[src/rtl/bft_pkg.sv]
package bft_pkg;

	localparam int DEF_GLYPH_COUNT  = 256;
	localparam int DEF_MAX_TEXT_LEN = 256;

	localparam int GLYPH_BITS = 64;

	localparam logic [15:0] SAMPLE_THRESHOLD = 16'h8000;
	localparam logic [31:0] INK_COLOR        = 32'hFF00_0000;

	typedef enum logic {
		CMD_LOAD   = 1'b0,
		CMD_RENDER = 1'b1
	} cmd_code_t;

	typedef enum logic [1:0] {
		ST_IDLE,
		ST_WRITE,
		ST_FETCH,
		ST_WALK
	} state_t;

	// controller -> datapath
	typedef struct packed {
		logic capture;
		logic ld_write;
		logic rd_load;
		logic step;
	} dp_cmd_t;

	// datapath -> controller
	typedef struct packed {
		logic sh_empty;
		logic sh_top;
		logic out_free;
	} dp_stat_t;

endpackage

[src/rtl/bft_ctrl.sv]
module bft_ctrl
	import bft_pkg::*;
(
	input  logic     clk,
	input  logic     arst_n,
	input  logic     in_valid,
	input  logic     in_command,
	output logic     in_ready,
	input  dp_stat_t stat,
	output dp_cmd_t  cmd
);

	state_t state_q, state_d;

	always_ff @(posedge clk or negedge arst_n) begin
		if (!arst_n) begin
			state_q <= ST_IDLE;
		end else begin
			state_q <= state_d;
		end
	end

	always_comb begin
		state_d  = state_q;
		cmd      = '0;
		in_ready = 1'b0;
		unique case (state_q)
			ST_IDLE: begin
				in_ready = 1'b1;
				if (in_valid) begin
					cmd.capture = 1'b1;
					state_d = (in_command == CMD_RENDER) ? ST_FETCH : ST_WRITE;
				end
			end
			ST_WRITE: begin
				cmd.ld_write = 1'b1;
				state_d      = ST_IDLE;
			end
			ST_FETCH: begin
				cmd.rd_load = 1'b1;
				state_d     = ST_WALK;
			end
			ST_WALK: begin
				// blank pixels are skipped freely, set ones wait for the output slot
				if (stat.sh_empty) begin
					state_d = ST_IDLE;
				end else begin
					cmd.step = !stat.sh_top || stat.out_free;
				end
			end
			default: state_d = ST_IDLE;
		endcase
	end

endmodule

[config.mk]
export PLATFORM = sky130hd
export DESIGN_NAME = bft_ctrl
export DESIGN_NICKNAME = d
export VERILOG_FILES = /design/src/rtl/bft_pkg.sv /design/src/rtl/bft_ctrl.sv
export SDC_FILE = /design/constraint.sdc
export NUM_CORES = 1
export LEC_CHECK = 0
export ABC_AREA = 0
export BUFFER_PORTS_ARGS = -buffer_cell sky130_fd_sc_hd__buf_2
export CELL_PAD_IN_SITES_DETAIL_PLACEMENT = 0
export CELL_PAD_IN_SITES_GLOBAL_PLACEMENT = 1
export CORE_AREA = 10 10 47 49
export CTS_BUF_LIST = sky130_fd_sc_hd__clkbuf_2
export CTS_CLUSTER_DIAMETER = 120
export DETAILED_ROUTE_END_ITERATION = 8
export DIE_AREA = 0 0 57 59
export HOLD_SLACK_MARGIN = 0.15
export PLACE_DENSITY_LB_ADDON = 0.1
export REMOVE_ABC_BUFFERS = 1
export SKIP_LAST_GASP = 1
export SLEW_MARGIN = 40
export SYNTH_ARGS = -nofsm -noshare
export SYNTH_HDL_FRONTEND = slang
export SYNTH_SLANG_ARGS = --single-unit
export TNS_END_PERCENT = 100
[constraint.sdc]
create_clock -name clk -period 1.87 [get_ports clk]
set_input_delay 0.0935 -clock clk [delete_from_list [all_inputs] [get_ports clk]]
set_output_delay 0.0935 -clock clk [all_outputs]
set_load 0.05 [all_outputs]
==> summary.md <==
| Metric | Value |
|---|---|
| Outcome | `completed` |
| Post-Layout Cell Count | `44` |
| Synth cell types | `9` |
| Tot GR Track Use | `0.0303` |
| Initial antenna violation count | `0` |
| Max reg flops | `2` |
| Setup tns final | `0 ps` |
| Clock Skew | `2.10 ps` |
| Most flops, register | `state_q` |
| Vias/cell | `3.25` |
| Critical path, cell by cell | `nand2b_2 -> nor3b_2 -> buf_2` |
| Starting Density | `0.0902` |
| H-tree depth | `1` |
| 1st-pass router iterations | `3` |
| Post-synthesis sequential area ratio | `0.396` |
| Post-DRT Antenna Nets | `0` |
| Top post-synthesis cells by area | `dfrtp_1, nor2b_1, nor3b_2, a21oi_1, a2bb2oi_1` |
| Top flop regs | `state_q x2` |
| Share of the synthesized area in the top cell type | `0.396` |
| WS Path Type | `flop to primary output` |
| Grt ovf | `0` |
| Final period utilization | `0.657` |
| Placement Setup Slack | `827 ps` |
| Pwr Density | `1960 nW/um^2` |
| Synthesized instance count | `13` |
| CTS Root Cell | `clkbuf_2` |
| Clk pin slew, worst setup/hold paths | `30 ps` |
| Routed WL | `432 um` |
| Crit end category | `primary output` |
| Least-Margin Pin Slew | `258 ps` |
| Layout cells sized above 1 | `0.571` |
| Overall power after layout | `0.443 mW` |
| Relative max-transition margin | `0.829` |
| Final setup viols | `0` |
| Max-cap violations | `0` |
| CTS tree | `built` |
| P_leak | `0.117 nW` |
| Slowest CP cell | `dfrtp_1` |
| Worst-case clock buffer depth | `2` |
| Gp weighted congestion | `0.654` |
| Largest net degree at the start of global routing | `7` |
| Cell taking the most area after synthesis | `dfrtp_1` |
| Final Worst Setup Slack | `641 ps` |
| Area delta synth->final | `79.2%` |
| DR iter-0 viols | `1` |
| RSZ-0062 raised after global routing | `false` |
| Final Max Tran Viols | `0` |
| Yosys reg bits | `2` |
| DIE AREA | `3360 um^2` |
| Crit Path Max Fanout | `6` |
| First-pass GRT wire length | `738 um` |
| Clk sink count | `2` |
| PortBufs | `11` |
| CP Data Required Time | `1780 ps` |
| Post-CTS Setup Inserts | `0` |
| Chip width | `57 um` |
| Highest Clock Rate | `0.814 GHz` |
| DP Cell Count | `40` |
| Max IR drop VDD | `0.308 mV` |
| Placed cell area | `201 um^2` |
| CTS resizes | `0` |
| Remaining DRCs | `0` |
| Antenna Cells | `0` |
| Final hold vios | `0` |
| Synth Cell Area | `126 um^2` |
| Crit path DAT | `1140 ps` |
| Synthesis warning total | `0` |
| Core ar. | `1400 um^2` |
| Avg Inst Size Synth | `9.72 um^2` |
| Tmin final | `1230 ps` |
| CP max stage delay | `420 ps` |
| Io pins | `12` |
| Routed vias | `143` |
| Vias in the first global route | `178` |
| Rows | `14` |
| Die Ht | `59 um` |
| Hold WC Path Type | `input port to flop` |
| Final Cell Area | `226 um^2` |
| Startpoint Class | `flop` |
| Worst-skew pair later-pin latency | `190 ps` |
| Nets | `37` |
| TritonCTS Buffers | `3` |
| Avg WL per Cell | `9.82 um` |
==> worst paths after layout <==
| check | start | end | slack (ps) | cells past startpoint |
|---|---|---|---|---|
| worst max-delay path | state_q[1] | cmd[0] | 640 | 3 |
| worst min-delay path | in_command | state_q[0] | 210 | 3 |
| worst max register to register | state_q[1] | state_q[1] | 1100 | 2 |
| worst min register to register | state_q[0] | state_q[0] | 550 | 1 |
| max in group asynchronous | arst_n | state_q[1] | 1550 | 2 |
| min in group asynchronous | arst_n | state_q[0] | 230 | 2 |
==> cell usage in the layout, fill, tap and decap left out <==
cell type      instances
nor2_1                 1
and2b_1                1
a2bb2oi_1              1
nor3b_2                1
dfrtp_1                2
buf_2                 11
and2_1                 1
clkbuf_2               3
a21oi_1                2
nand2b_2               1
dlygate4sd3_1          1
nor2b_1                3
==> synthesized netlist by cell type <==
| cell | number |
|---|---|
| nor2b_1 | 3 |
| and2b_1 | 1 |
| dfrtp_1 | 2 |
| and2_1 | 1 |
| nand2b_2 | 1 |
| a2bb2oi_1 | 1 |
| nor3b_2 | 1 |
| a21oi_1 | 2 |
| nor2_1 | 1 |
==> routing by layer <==
metal	part of all wire	GRT usage	vias up
li1	-	-	76
met1	0.48	0.0297	59
met2	0.45	0.0419	8
met3	0.069	0.0193	0
met4	0	0.0302	0
met5	0	0	-
==> critical path: cells and delay by family, from the launching register on <==
| family | cells | cell delay (ps) |
|---|---|---|
| simple gates | 2 | 240 |
| flops | 1 | 420 |
| buf+inv | 1 | 280 |
==> report_power, final <==
group	switching, mW	leakage (nW)	internal, mW
clock	0.0224	0.0125	0.0425
combinational	0.205	0.0800	0.0754
sequential	0.0333	0.0246	0.0645
==> repair_timing <==
action                                  CTS  global route
hold endpoints to repair                  2             0
endpoints found under the setup margin    0             0
hold buffers                              1             0
==> stage by stage <==
step / util / hold WS (ps)
after floorplan: - / -202
after global placement: 0.144 / -119
after detailed placement: 0.144 / -119
after CTS: 0.162 / 200
after global routing: 0.162 / 210
final: 0.162 / 207
==> area by class of cell <==
cell class | count | area [um^2]
tap | 16 | 20.0
clock buffer | 3 | 15.0
sequential | 2 | 50.0
fill | 164 | 1170
timing repair buffer | 12 | 65.1
multi-input combinational | 11 | 76.3
==> logic make-up (layout without fill, tap and decap cells) <==
kind of cell	count (synthesis)	count (layout)	share of synthesized area
flops	2	2	0.396
simple gates	8	8	0.455
buf+inv	0	15	0
compound gates	3	3	0.149
Power figures use the tool's default switching activity.
